==> src/rtl/dwc_pkg.sv <==
// ----------------------------------------------------------------------------
// dwc_pkg
// widths, register codes and calendar tables of the dst window check
// ----------------------------------------------------------------------------
package dwc_pkg;

	localparam int YEAR_W = 14;
	localparam int MONTH_W = 4;
	localparam int DAY_W = 5;
	localparam int WD_W = 3;
	localparam int INST_W = 3;

	localparam int IN_TDATA_W = 24;
	localparam int OUT_TDATA_W = 16;
	localparam int PADDR_W = 5;
	localparam int PDATA_W = 32;

	localparam logic [YEAR_W-1:0] YEAR_MIN = 14'd1970;
	localparam logic [YEAR_W-1:0] YEAR_MAX = 14'd9999;

	// occurrence code for the last weekday of the month
	localparam logic [INST_W-1:0] INST_LAST = 3'd4;

	// x / 100 as (x * 5243) >> 19, exact below 43690
	localparam logic [12:0] DIV100_MUL = 13'd5243;
	localparam int DIV100_SHIFT = 19;
	// x / 7 as (x * 37450) >> 18, exact below 43690
	localparam logic [15:0] DIV7_MUL = 16'd37450;
	localparam int DIV7_SHIFT = 18;

	typedef enum logic [2:0] {
		REG_DST_ENABLE     = 3'd0,
		REG_START_MONTH    = 3'd1,
		REG_START_WEEKDAY  = 3'd2,
		REG_START_INSTANCE = 3'd3,
		REG_END_MONTH      = 3'd4,
		REG_END_WEEKDAY    = 3'd5,
		REG_END_INSTANCE   = 3'd6
	} reg_idx_t;

	typedef struct packed {
		logic [MONTH_W-1:0] month;
		logic [WD_W-1:0]    weekday;
		logic [INST_W-1:0]  instance_sel;
	} rule_t;

	// weekday offset of each month for the day-of-week sum
	function automatic logic [2:0] month_offset(input logic [MONTH_W-1:0] m);
		logic [2:0] o;
		case (m)
			4'd1:    o = 3'd0;
			4'd2:    o = 3'd3;
			4'd3:    o = 3'd2;
			4'd4:    o = 3'd5;
			4'd5:    o = 3'd0;
			4'd6:    o = 3'd3;
			4'd7:    o = 3'd5;
			4'd8:    o = 3'd1;
			4'd9:    o = 3'd4;
			4'd10:   o = 3'd6;
			4'd11:   o = 3'd2;
			4'd12:   o = 3'd4;
			default: o = 3'd0;
		endcase
		return o;
	endfunction

	function automatic logic [DAY_W-1:0] month_len(input logic [MONTH_W-1:0] m,
		input logic leap);
		logic [DAY_W-1:0] l;
		case (m) inside
			4'd2:                     l = leap ? 5'd29 : 5'd28;
			4'd4, 4'd6, 4'd9, 4'd11:  l = 5'd30;
			default:                  l = 5'd31;
		endcase
		return l;
	endfunction

endpackage

==> src/rtl/dst_window_check_top.sv <==
// ----------------------------------------------------------------------------
// dst_window_check_top
// daylight-saving window test: one date word in, boundary days and flag out
// six register stages between input accept and output valid
// throughput: one word per cycle while the output is not stalled; each stage holds on its own when stalled
// the two multiply stages (div by 100, div by 7) set the stage count
// reset: arst_n clears the valid bits and loads the rule registers' defaults
// ----------------------------------------------------------------------------
module dst_window_check_top (
	input  logic                            clk,
	input  logic                            arst_n,
	// input word
	input  logic                            s_axis_tvalid,
	output logic                            s_axis_tready,
	// date_year [13:0], date_month [17:14], date_day [22:18], zero [23]
	input  logic [dwc_pkg::IN_TDATA_W-1:0]  s_axis_tdata,
	// output word
	output logic                            m_axis_tvalid,
	input  logic                            m_axis_tready,
	// dst_active [0], start_day_of_month [5:1], end_day_of_month [10:6],
	// zero [15:11]
	output logic [dwc_pkg::OUT_TDATA_W-1:0] m_axis_tdata,
	// register port
	input  logic                            psel,
	input  logic                            penable,
	input  logic                            pwrite,
	input  logic [dwc_pkg::PADDR_W-1:0]     paddr,
	input  logic [dwc_pkg::PDATA_W-1:0]     pwdata,
	output logic [dwc_pkg::PDATA_W-1:0]     prdata,
	output logic                            pready
);

	// ------------------------------------------------------------------
	// rule registers
	// ------------------------------------------------------------------
	logic                         dst_enable_q;
	logic [dwc_pkg::MONTH_W-1:0]  start_month_q;
	logic [dwc_pkg::WD_W-1:0]     start_weekday_q;
	logic [dwc_pkg::INST_W-1:0]   start_instance_q;
	logic [dwc_pkg::MONTH_W-1:0]  end_month_q;
	logic [dwc_pkg::WD_W-1:0]     end_weekday_q;
	logic [dwc_pkg::INST_W-1:0]   end_instance_q;

	logic             cfg_wr;
	dwc_pkg::reg_idx_t cfg_idx;

	assign pready  = 1'b1;
	assign cfg_wr  = psel & penable & pwrite & pready;
	assign cfg_idx = dwc_pkg::reg_idx_t'(paddr[4:2]);

	always_ff @(posedge clk or negedge arst_n) begin
		if (!arst_n) begin
			dst_enable_q     <= 1'b0;
			start_month_q    <= 4'd3;
			start_weekday_q  <= 3'd0;
			start_instance_q <= 3'd1;
			end_month_q      <= 4'd11;
			end_weekday_q    <= 3'd0;
			end_instance_q   <= 3'd0;
		end else if (cfg_wr) begin
			unique case (cfg_idx)
				dwc_pkg::REG_DST_ENABLE:     dst_enable_q     <= pwdata[0];
				dwc_pkg::REG_START_MONTH:    start_month_q    <= pwdata[3:0];
				dwc_pkg::REG_START_WEEKDAY:  start_weekday_q  <= pwdata[2:0];
				dwc_pkg::REG_START_INSTANCE: start_instance_q <= pwdata[2:0];
				dwc_pkg::REG_END_MONTH:      end_month_q      <= pwdata[3:0];
				dwc_pkg::REG_END_WEEKDAY:    end_weekday_q    <= pwdata[2:0];
				dwc_pkg::REG_END_INSTANCE:   end_instance_q   <= pwdata[2:0];
				default: ;
			endcase
		end
	end

	// register readback
	always_comb begin
		prdata = '0;
		unique case (cfg_idx)
			dwc_pkg::REG_DST_ENABLE:     prdata[0]   = dst_enable_q;
			dwc_pkg::REG_START_MONTH:    prdata[3:0] = start_month_q;
			dwc_pkg::REG_START_WEEKDAY:  prdata[2:0] = start_weekday_q;
			dwc_pkg::REG_START_INSTANCE: prdata[2:0] = start_instance_q;
			dwc_pkg::REG_END_MONTH:      prdata[3:0] = end_month_q;
			dwc_pkg::REG_END_WEEKDAY:    prdata[2:0] = end_weekday_q;
			dwc_pkg::REG_END_INSTANCE:   prdata[2:0] = end_instance_q;
			default:                     prdata      = '0;
		endcase
	end

	// rule 0 is the start rule, rule 1 the end rule
	dwc_pkg::rule_t rule [2];
	logic           rule_ok [2];

	assign rule[0] = '{month: start_month_q, weekday: start_weekday_q,
		instance_sel: start_instance_q};
	assign rule[1] = '{month: end_month_q, weekday: end_weekday_q,
		instance_sel: end_instance_q};

	always_comb begin
		for (int r = 0; r < 2; r++) begin
			rule_ok[r] = (rule[r].month >= 4'd1) && (rule[r].month <= 4'd12) &&
				(rule[r].weekday <= 3'd6) && (rule[r].instance_sel <= dwc_pkg::INST_LAST);
		end
	end

	// ------------------------------------------------------------------
	// stage handshake: a stage takes a new word when it is empty or when
	// the stage after it moves, so bubbles close up under a stall
	// ------------------------------------------------------------------
	logic v_s1, v_s2, v_s3, v_s4, v_s5, v_s6;
	logic rdy1, rdy2, rdy3, rdy4, rdy5, rdy6;

	assign rdy6 = !v_s6 || m_axis_tready;
	assign rdy5 = !v_s5 || rdy6;
	assign rdy4 = !v_s4 || rdy5;
	assign rdy3 = !v_s3 || rdy4;
	assign rdy2 = !v_s2 || rdy3;
	assign rdy1 = !v_s1 || rdy2;

	assign s_axis_tready = rdy1;
	assign m_axis_tvalid = v_s6;

	always_ff @(posedge clk or negedge arst_n) begin
		if (!arst_n) begin
			v_s1 <= 1'b0;
			v_s2 <= 1'b0;
			v_s3 <= 1'b0;
			v_s4 <= 1'b0;
			v_s5 <= 1'b0;
			v_s6 <= 1'b0;
		end else begin
			if (rdy1) v_s1 <= s_axis_tvalid;
			if (rdy2) v_s2 <= v_s1;
			if (rdy3) v_s3 <= v_s2;
			if (rdy4) v_s4 <= v_s3;
			if (rdy5) v_s5 <= v_s4;
			if (rdy6) v_s6 <= v_s5;
		end
	end

	// ------------------------------------------------------------------
	// stage 1: unpack and clamp the year to 1970..9999
	// ------------------------------------------------------------------
	logic [dwc_pkg::YEAR_W-1:0]  in_year;
	logic [dwc_pkg::YEAR_W-1:0]  sat_year;
	logic [dwc_pkg::YEAR_W-1:0]  year_s1;
	logic [dwc_pkg::MONTH_W-1:0] dm_s1;
	logic [dwc_pkg::DAY_W-1:0]   dd_s1;

	assign in_year  = s_axis_tdata[13:0];
	assign sat_year = (in_year < dwc_pkg::YEAR_MIN) ? dwc_pkg::YEAR_MIN :
		(in_year > dwc_pkg::YEAR_MAX) ? dwc_pkg::YEAR_MAX : in_year;

	always_ff @(posedge clk) begin
		if (rdy1) begin
			year_s1 <= sat_year;
			dm_s1   <= s_axis_tdata[17:14];
			dd_s1   <= s_axis_tdata[22:18];
		end
	end

	// ------------------------------------------------------------------
	// stage 2: century terms by reciprocal multiply
	// each rule uses the previous year for january and february
	// ------------------------------------------------------------------
	logic [13:0] ry      [2];
	logic [26:0] p100    [2];
	logic [24:0] p400    [2];
	logic [26:0] yp100;
	logic [24:0] yp400;

	logic [13:0] ry_s2   [2];
	logic [11:0] q4_s2   [2];
	logic [6:0]  q100_s2 [2];
	logic [4:0]  q400_s2 [2];
	logic [13:0] year_s2;
	logic [6:0]  yq100_s2;
	logic [4:0]  yq400_s2;
	logic [dwc_pkg::MONTH_W-1:0] dm_s2;
	logic [dwc_pkg::DAY_W-1:0]   dd_s2;

	always_comb begin
		for (int r = 0; r < 2; r++) begin
			ry[r]   = year_s1 - {13'd0, (rule[r].month < 4'd3)};
			p100[r] = 27'(ry[r]) * 27'(dwc_pkg::DIV100_MUL);
			p400[r] = 25'(ry[r][13:2]) * 25'(dwc_pkg::DIV100_MUL);
		end
	end

	assign yp100 = 27'(year_s1) * 27'(dwc_pkg::DIV100_MUL);
	assign yp400 = 25'(year_s1[13:2]) * 25'(dwc_pkg::DIV100_MUL);

	always_ff @(posedge clk) begin
		if (rdy2) begin
			for (int r = 0; r < 2; r++) begin
				ry_s2[r]   <= ry[r];
				q4_s2[r]   <= ry[r][13:2];
				q100_s2[r] <= p100[r][dwc_pkg::DIV100_SHIFT +: 7];
				q400_s2[r] <= p400[r][dwc_pkg::DIV100_SHIFT +: 5];
			end
			year_s2  <= year_s1;
			yq100_s2 <= yp100[dwc_pkg::DIV100_SHIFT +: 7];
			yq400_s2 <= yp400[dwc_pkg::DIV100_SHIFT +: 5];
			dm_s2    <= dm_s1;
			dd_s2    <= dd_s1;
		end
	end

	// ------------------------------------------------------------------
	// stage 3: leap year, month length and the day-of-week sum
	// ------------------------------------------------------------------
	logic        leap;
	logic [4:0]  len    [2];
	logic [4:0]  dsel   [2];
	logic [14:0] wsum   [2];

	logic [14:0] sum_s3 [2];
	logic [4:0]  len_s3 [2];
	logic [dwc_pkg::MONTH_W-1:0] dm_s3;
	logic [dwc_pkg::DAY_W-1:0]   dd_s3;

	assign leap = (year_s2[1:0] == 2'd0) &&
		((year_s2 != 14'({7'd0, yq100_s2} * 14'd100)) ||
		 (year_s2[13:2] == 12'({7'd0, yq400_s2} * 12'd100)));

	always_comb begin
		for (int r = 0; r < 2; r++) begin
			len[r]  = dwc_pkg::month_len(rule[r].month, leap);
			// last-weekday rules look at the month's last day, others at its first
			dsel[r] = (rule[r].instance_sel == dwc_pkg::INST_LAST) ? len[r] : 5'd1;
			wsum[r] = 15'(ry_s2[r]) + 15'(q4_s2[r]) - 15'(q100_s2[r]) +
				15'(q400_s2[r]) + 15'(dwc_pkg::month_offset(rule[r].month)) +
				15'(dsel[r]);
		end
	end

	always_ff @(posedge clk) begin
		if (rdy3) begin
			for (int r = 0; r < 2; r++) begin
				sum_s3[r] <= wsum[r];
				len_s3[r] <= len[r];
			end
			dm_s3 <= dm_s2;
			dd_s3 <= dd_s2;
		end
	end

	// ------------------------------------------------------------------
	// stage 4: quotient of the sum by 7
	// ------------------------------------------------------------------
	logic [30:0] p7     [2];
	logic [10:0] q7_s4  [2];
	logic [14:0] sum_s4 [2];
	logic [4:0]  len_s4 [2];
	logic [dwc_pkg::MONTH_W-1:0] dm_s4;
	logic [dwc_pkg::DAY_W-1:0]   dd_s4;

	always_comb begin
		for (int r = 0; r < 2; r++) begin
			p7[r] = 31'(sum_s3[r]) * 31'(dwc_pkg::DIV7_MUL);
		end
	end

	always_ff @(posedge clk) begin
		if (rdy4) begin
			for (int r = 0; r < 2; r++) begin
				q7_s4[r]  <= p7[r][dwc_pkg::DIV7_SHIFT +: 11];
				sum_s4[r] <= sum_s3[r];
				len_s4[r] <= len_s3[r];
			end
			dm_s4 <= dm_s3;
			dd_s4 <= dd_s3;
		end
	end

	// ------------------------------------------------------------------
	// stage 5: weekday and the boundary day of each rule
	// ------------------------------------------------------------------
	logic [14:0] rem    [2];
	logic [2:0]  dow    [2];
	logic [3:0]  dl     [2];
	logic [3:0]  df     [2];
	logic [2:0]  ml     [2];
	logic [2:0]  mf     [2];
	logic [4:0]  bday   [2];

	logic [4:0]  day_s5 [2];
	logic [dwc_pkg::MONTH_W-1:0] dm_s5;
	logic [dwc_pkg::DAY_W-1:0]   dd_s5;

	always_comb begin
		for (int r = 0; r < 2; r++) begin
			rem[r] = sum_s4[r] - 15'({4'd0, q7_s4[r]} * 15'd7);
			dow[r] = rem[r][2:0];
			// back from the last day to the wanted weekday
			dl[r]  = {1'b0, dow[r]} + 4'd7 - {1'b0, rule[r].weekday};
			ml[r]  = (dl[r] >= 4'd7) ? 3'(dl[r] - 4'd7) : dl[r][2:0];
			// forward from the first day to the wanted weekday
			df[r]  = {1'b0, rule[r].weekday} + 4'd7 - {1'b0, dow[r]};
			mf[r]  = (df[r] >= 4'd7) ? 3'(df[r] - 4'd7) : df[r][2:0];
			if (rule[r].instance_sel == dwc_pkg::INST_LAST) begin
				bday[r] = len_s4[r] - {2'd0, ml[r]};
			end else begin
				bday[r] = 5'd1 + {2'd0, mf[r]} +
					({rule[r].instance_sel[1:0], 3'd0} - {3'd0, rule[r].instance_sel[1:0]});
			end
		end
	end

	always_ff @(posedge clk) begin
		if (rdy5) begin
			for (int r = 0; r < 2; r++) begin
				day_s5[r] <= bday[r];
			end
			dm_s5 <= dm_s4;
			dd_s5 <= dd_s4;
		end
	end

	// ------------------------------------------------------------------
	// stage 6: window compare on month*31 + day keys, output register
	// an invalid rule zeroes both boundary days and the flag
	// ------------------------------------------------------------------
	logic       both_ok;
	logic [8:0] key;
	logic [8:0] skey;
	logic [8:0] ekey;
	logic       in_window;
	logic       active_s6;
	logic [4:0] sday_s6;
	logic [4:0] eday_s6;

	assign both_ok = rule_ok[0] && rule_ok[1];
	assign key  = {dm_s5, 5'd0} - {5'd0, dm_s5} + {4'd0, dd_s5};
	assign skey = {rule[0].month, 5'd0} - {5'd0, rule[0].month} + {4'd0, day_s5[0]};
	assign ekey = {rule[1].month, 5'd0} - {5'd0, rule[1].month} + {4'd0, day_s5[1]};
	assign in_window = (key >= skey) && (key < ekey);

	always_ff @(posedge clk) begin
		if (rdy6) begin
			active_s6 <= both_ok && dst_enable_q && in_window;
			sday_s6   <= both_ok ? day_s5[0] : 5'd0;
			eday_s6   <= both_ok ? day_s5[1] : 5'd0;
		end
	end

	assign m_axis_tdata = {5'd0, eday_s6, sday_s6, active_s6};

endmodule

==> config.mk <==
export PLATFORM = sky130hd
export DESIGN_NAME = dst_window_check_top
export DESIGN_NICKNAME = d
export VERILOG_FILES = /design/src/rtl/dwc_pkg.sv /design/src/rtl/dst_window_check_top.sv
export SDC_FILE = /design/constraint.sdc
export NUM_CORES = 2
export LEC_CHECK = 0
export BUFFER_PORTS_ARGS = -buffer_cell sky130_fd_sc_hd__buf_2
export CORE_MARGIN = 2
export CORE_UTILIZATION = 50
export CTS_CLUSTER_SIZE = 14
export DETAILED_ROUTE_END_ITERATION = 10
export HOLD_SLACK_MARGIN = 0.03
export PLACE_DENSITY = 0.78
export SETUP_SLACK_MARGIN = 0.5
export SLEW_MARGIN = 20
export SYNTH_ARGS = -nofsm -noshare
export SYNTH_HDL_FRONTEND = slang
export SYNTH_SLANG_ARGS = --single-unit
==> constraint.sdc <==
create_clock -name clk -period 10.1 [get_ports clk]
set_input_delay 2.02 -clock clk [delete_from_list [all_inputs] [get_ports clk]]
set_output_delay 2.02 -clock clk [all_outputs]
set_load 0.005 [all_outputs]
Word level (Yosys, flattened, before mapping)
Memories as Yosys holds them, arrays and structs flattened.
Index checks and enable logic that the tools add are counted.
{"block": "totals", "wordCells": 196, "input_bits": 68, "romBits": 96, "output_inout_bits": 51, "ram_bits": 182, "ff_bits": 123, "n_memories": 12}
{"block": "classes", "n_reduce_logical": 36, "eq_ne": 20, "multipliers": 12, "mux": 25, "n_bitwise": 2, "addsub": 40, "n_lt_le_gt_ge": 18}
{"memory": "(name not given)", "depth": 16, "width": 3, "read_ports": 1, "rd_clocked_by_memory_dff": 0, "wr": 0, "line": "dwc_pkg.sv:50", "source": "case (m)"}
{"memory": "(name not given)", "depth": 16, "width": 3, "read_ports": 1, "rd_clocked_by_memory_dff": 0, "wr": 0, "line": "dwc_pkg.sv:50"}
{"memory": "sum_s3", "depth": 2, "width": 15, "read_ports": 2, "rd_clocked_by_memory_dff": 0, "wr": 2, "line": "dst_window_check_top.sv:216", "source": "logic [14:0] sum_s3 [2];"}
{"memory": "sum_s4", "depth": 2, "width": 15, "read_ports": 2, "rd_clocked_by_memory_dff": 0, "wr": 2, "line": "dst_window_check_top.sv:252", "source": "logic [14:0] sum_s4 [2];"}
{"memory": "ry_s2", "depth": 2, "width": 14, "read_ports": 2, "rd_clocked_by_memory_dff": 0, "wr": 2, "line": "dst_window_check_top.sv:171", "source": "logic [13:0] ry_s2 [2];"}
{"memory": "q4_s2", "depth": 2, "width": 12, "read_ports": 2, "rd_clocked_by_memory_dff": 0, "wr": 2, "line": "dst_window_check_top.sv:172", "source": "logic [11:0] q4_s2 [2];"}
{"memory": "6 more memories"}
{"cell": "$mul 14x13->26 const B", "count": 3}
{"cell": "$mul 12x13->24 const B", "count": 3}
{"cell": "$add 15x5->15", "count": 4}
{"cell": "$mul 15x15->28 const B", "count": 2}
{"cell": "$add 14x12->15", "count": 2}
{"cell": "$add 15x3->15", "count": 2}
{"cell": "$sub 15x7->15", "count": 2}
{"cell": "$sub 14x1->14", "count": 2}
{"cell": "$add 9x5->9", "count": 3}
{"cell": "$sub 9x4->9", "count": 3}
{"cell": "$mul 11x3->3 const B", "count": 2}
{"cell": "$mux 5", "count": 4}
{"cell": "$add 3x3->4 const B", "count": 4}
{"cell": "$eq 4x3->1 const B", "count": 4}
{"cell": "$eq 4x4->1 const B", "count": 4}
{"cell": "$ge 4x3->1 const B", "count": 4}
{"cell": "$sub 4x3->4", "count": 4}
{"cell": "$eq 3x3->1 const B", "count": 5}
{"cell": "$gt 14x14->1 const B", "count": 1}
{"cell": "$lt 14x11->1 const B", "count": 1}
{"cell": "$mux 14", "count": 1}
{"cell": "$ne 14x14->1", "count": 1}
{"cell": "$reduce_and 2->1", "count": 7}
{"cell": "$eq 12x12->1", "count": 1}
{"cell": "other kinds (31)", "count": 84}

Logic depth before layout (Yosys ltp)
An unclocked memory read counts as a cell.
{"block": "logic_depth", "depth_word": 9, "depth_mapped": 30, "mapped_depth_nobuf": 30}

Worst setup path before layout
OpenSTA, ideal clock, no wires.
{"block": "synth_timing", "kind": "flip-flop to flip-flop", "startpoint": "register year_s1[7] (netlist bit)", "endpoint": "memory q400_s2[0][4], data pin", "arrival_ps": 7017, "stages_incl_launch_ff": 28, "t_required_ps": 9834, "setup_ps": 266, "setup_slack_ps": 2818, "n_path_buf": 0, "synth_period_minus_slack_ps": 7282, "cell_sequence": "edfxtp_1 -> inv_1 -> ha_1 -> a21boi_0 -> nand4_1 -> xnor2_1 -> inv_1 -> ha_1 -> inv_1 -> ha_1 -> nand2b_1 -> ha_1 -> inv_1 -> fa_1 -> inv_1 -> fa_1 -> inv_1 -> fa_1 -> inv_1 -> ha_1 -> a21o_1 -> a211o_1 -> or3_1 -> a221oi_2 -> o31ai_1 -> a21oi_1 -> o21bai_1 -> xor2_1"}
{"item": "from (decl)", "line": "dst_window_check_top.sv:145", "source": "logic [dwc_pkg::YEAR_W-1:0] year_s1;"}
{"item": "from (signal assigned)", "line": "dst_window_check_top.sv:155", "source": "year_s1 <= sat_year;"}
{"item": "to (decl)", "line": "dst_window_check_top.sv:174", "source": "logic [4:0] q400_s2 [2];"}

==> flow_summary.ini <==
[timing]
rsz0062_at_grt = no
min_period_over_period_pct = 83.90
slew_viol_final = 0
period_minus_slack_ns = 8.474
hold_violations = 0
setup_violations = 0
fmax_mhz = 118.0
worst_pin_slew_ns = 1.046
fin_setup_tns_ns = 0
relSlewSlack_pct = 30.26
finalClockSkew_ns = 0.01351

[worst_setup_path]
reg2regPathDepth = 30
r2r-end = q400_s2[0][4]$_DFFE_PP_
critical_path_class = reg -> reg
slowest_stage = nor3_1
cpPeakStageDelay_ns = 0.54
crit_path_end_kind = flip-flop
r2r_slack_ns = 1.63
critPathMostFrequentCell = inv_1
critPathLaunchType = flip-flop
path_max_fanout = 8
startpoint = start_month_q[0]$_DFFE_PN1P_
cp.required_ns = 10.39
worstSetupEndpoint = q400_s2[0][4]$_DFFE_PP_
critPathArrivalTime_ns = 8.76
timing.rr.start = start_month_q[0]$_DFFE_PN1P_

[yosys]
synth_top_area_share_pct = 29.18
synthTopCellsByCount = 866 x inv_1, 812 x ha_1, 423 x fa_1
async_flop_share_pct = 11.49
synth_area_um2 = 34820
ys_ff_latch = 235
yosysMostFrequentCell = inv_1
syn-instance-count = 3260
ys_warn_count = 0
synth.largest_area_cell = ha_1
synthTopCellsByArea = ha_1 29%, fa_1 24%, edfxtp_1 18%
synth.distinct_cells = 63
synth-seq-area-share_pct = 19.90
syn_area_per_cell_um2 = 10.68
ys.flop_type = edfxtp_1
synth-edff-count = 208

[route]
routed_via_density = 5.120
drc_errors = 0
ant_nets = 0
wl_um = 67230
drtPass1Iterations = 5
drt-initial-drc-count = 1187
routedWlPerCell_um = 15.62
detailroute.via_count = 22040

[finish]
stdcell_area_um2 = 37110
area_growth_pct = 6.598
antenna_cells = 0
layout.nets = 4659
stdcell_count = 4305
drive_gt1_share_pct = 4.713

[grt]
track_usage_pct = 19.81
grt_pass1_vias = 23190
grt_util_met1_pct = 26.01
antenna_found_initial = 1
overflow = 0
grt_pass1_wl_um = 114000
grtUsageMet3_pct = 2.025
grt.busiest_layer = met2
grt_max_degree = 79
met2_usage_pct = 35.47

[place]
post-place-cells = 4259
postPlaceCellArea_um2 = 36300
hpwl_um = 57530
place.gp.congestion = 0.9013
io_buffers = 53

[die]
dieArea_um2 = 71760
die_x_um = 267.9
ios = 119
row_count = 96
die_y_um = 267.9
start_util_pct = 50.59
core-area_um2 = 68830

[clock_network]
cts_hold_buf = 0
cts_buffers = 26
post_cts_resized = 0
insertion_delay_ns = 0.55
cts_max_level = 1
cts_max_path_buffers = 3
cts_setup_buffers = 0
clock_sinks = 235
clock-root-buffer = clkbuf_16
clkTransAtPathRegs_ns = 0.07
cts_tree = yes

[run_status]
status = finished, final reports clean

[hold_path]
hp-class = reg -> reg

[job]
cap_violations = 0
-- layout make-up --
type,count,area (µm²)
Clock buffer,30,685.7
Clock inverter,16,130.1
Fill cell,5784,31710
Inverter,867,3254
Multi-Input combinational cell,2142,24450
Sequential cell,235,6929
Tap cell,931,1165
Timing Repair Buffer,84,498.0
-- flip-flops by register name, summed over array words and instances, names as in the netlist, 6 cells and up --
register  count
yq100_s2      7
year_s1      14
q100_s2      14
day_s5       10
sum_s4        6
year_s2      14
q7_s4         6
q400_s2      10
q4_s2        23
sum_s3       30
-- how the worst min path moves through the flow --
stage / startpoint / to / slack [ns] / cells past startpoint
final: dd_s1[4]$_DFFE_PP_ / dd_s2[4]$_DFFE_PP_ / 0.41 / 0
after floorplan: dd_s1[0]$_DFFE_PP_ / dd_s2[0]$_DFFE_PP_ / 0.40 / 0
after CTS: dd_s1[4]$_DFFE_PP_ / dd_s2[4]$_DFFE_PP_ / 0.41 / 0
after detailed placement: dd_s3[0]$_DFFE_PP_ / dd_s4[0]$_DFFE_PP_ / 0.40 / 0
after global placement: dd_s4[1]$_DFFE_PP_ / dd_s5[1]$_DFFE_PP_ / 0.40 / 0
after global routing: dm_s1[1]$_DFFE_PP_ / dm_s2[1]$_DFFE_PP_ / 0.42 / 0
-- routing by layer --
| layer | vias up | part of all wire (%) |
|---|---|---|
| met1 | 10880 | 44 |
| met3 | 85 | 4.0 |
| met5 | - | 0 |
| met2 | 407 | 50 |
| li1 | 10670 | - |
| met4 | 0 | 1.8 |
-- cell usage in the layout, fill, tap and decap left out, drive strengths merged, types with 17 or more instances in the layout --
cell    Yosys  routed
a21o       59      59
xnor2     145     145
o21a       17      17
inv       866     867
buf        35      84
ha        812     812
nand2b     17      17
nand2     102     102
nor2b      19      19
nor2       54      54
nand3      28      28
clkbuf     13      30
dfrtp      21      21
edfxtp    208     208
conb        2      34
o21ai      71      71
fa        423     423
xor2       53      53
a21oi     100     100
-- worst max-delay path: cells and delay by family (launching register included) --
kind | cells | cell delay [ns]
AOI/OAI and AO/OA | 8 | 2.01
and+or+nand+nor | 4 | 1.35
DFF | 1 | 0.42
buffers and inverters | 7 | 0.75
xor gates and xnor gates | 2 | 0.49
adders and majority gates | 9 | 3.19
-- logic make-up after synthesis --
family          synth area share [%]
compound gates                 6.098
xor+xnor                       4.981
fa+ha+maj                      53.50
buf+inv                        10.24
flops                          19.90
mux                           0.6864
other cells                  0.02157
simple gates                   4.568
-- through the flow --
step | setup WS, ns | hold WS (ns) | utilization [%]
after global placement | 1.793 | 0.4027 | 52.74
after CTS | 1.703 | 0.4096 | 53.92
final | 1.626 | 0.4097 | 53.92
after floorplan | 2.818 | 0.4003 | -
after detailed placement | 1.747 | 0.4045 | 52.74
after global routing | 1.234 | 0.4151 | 53.92
Power is not shown: default switching activity piles up to over one toggle a cycle in this logic, so the estimate is an artifact.
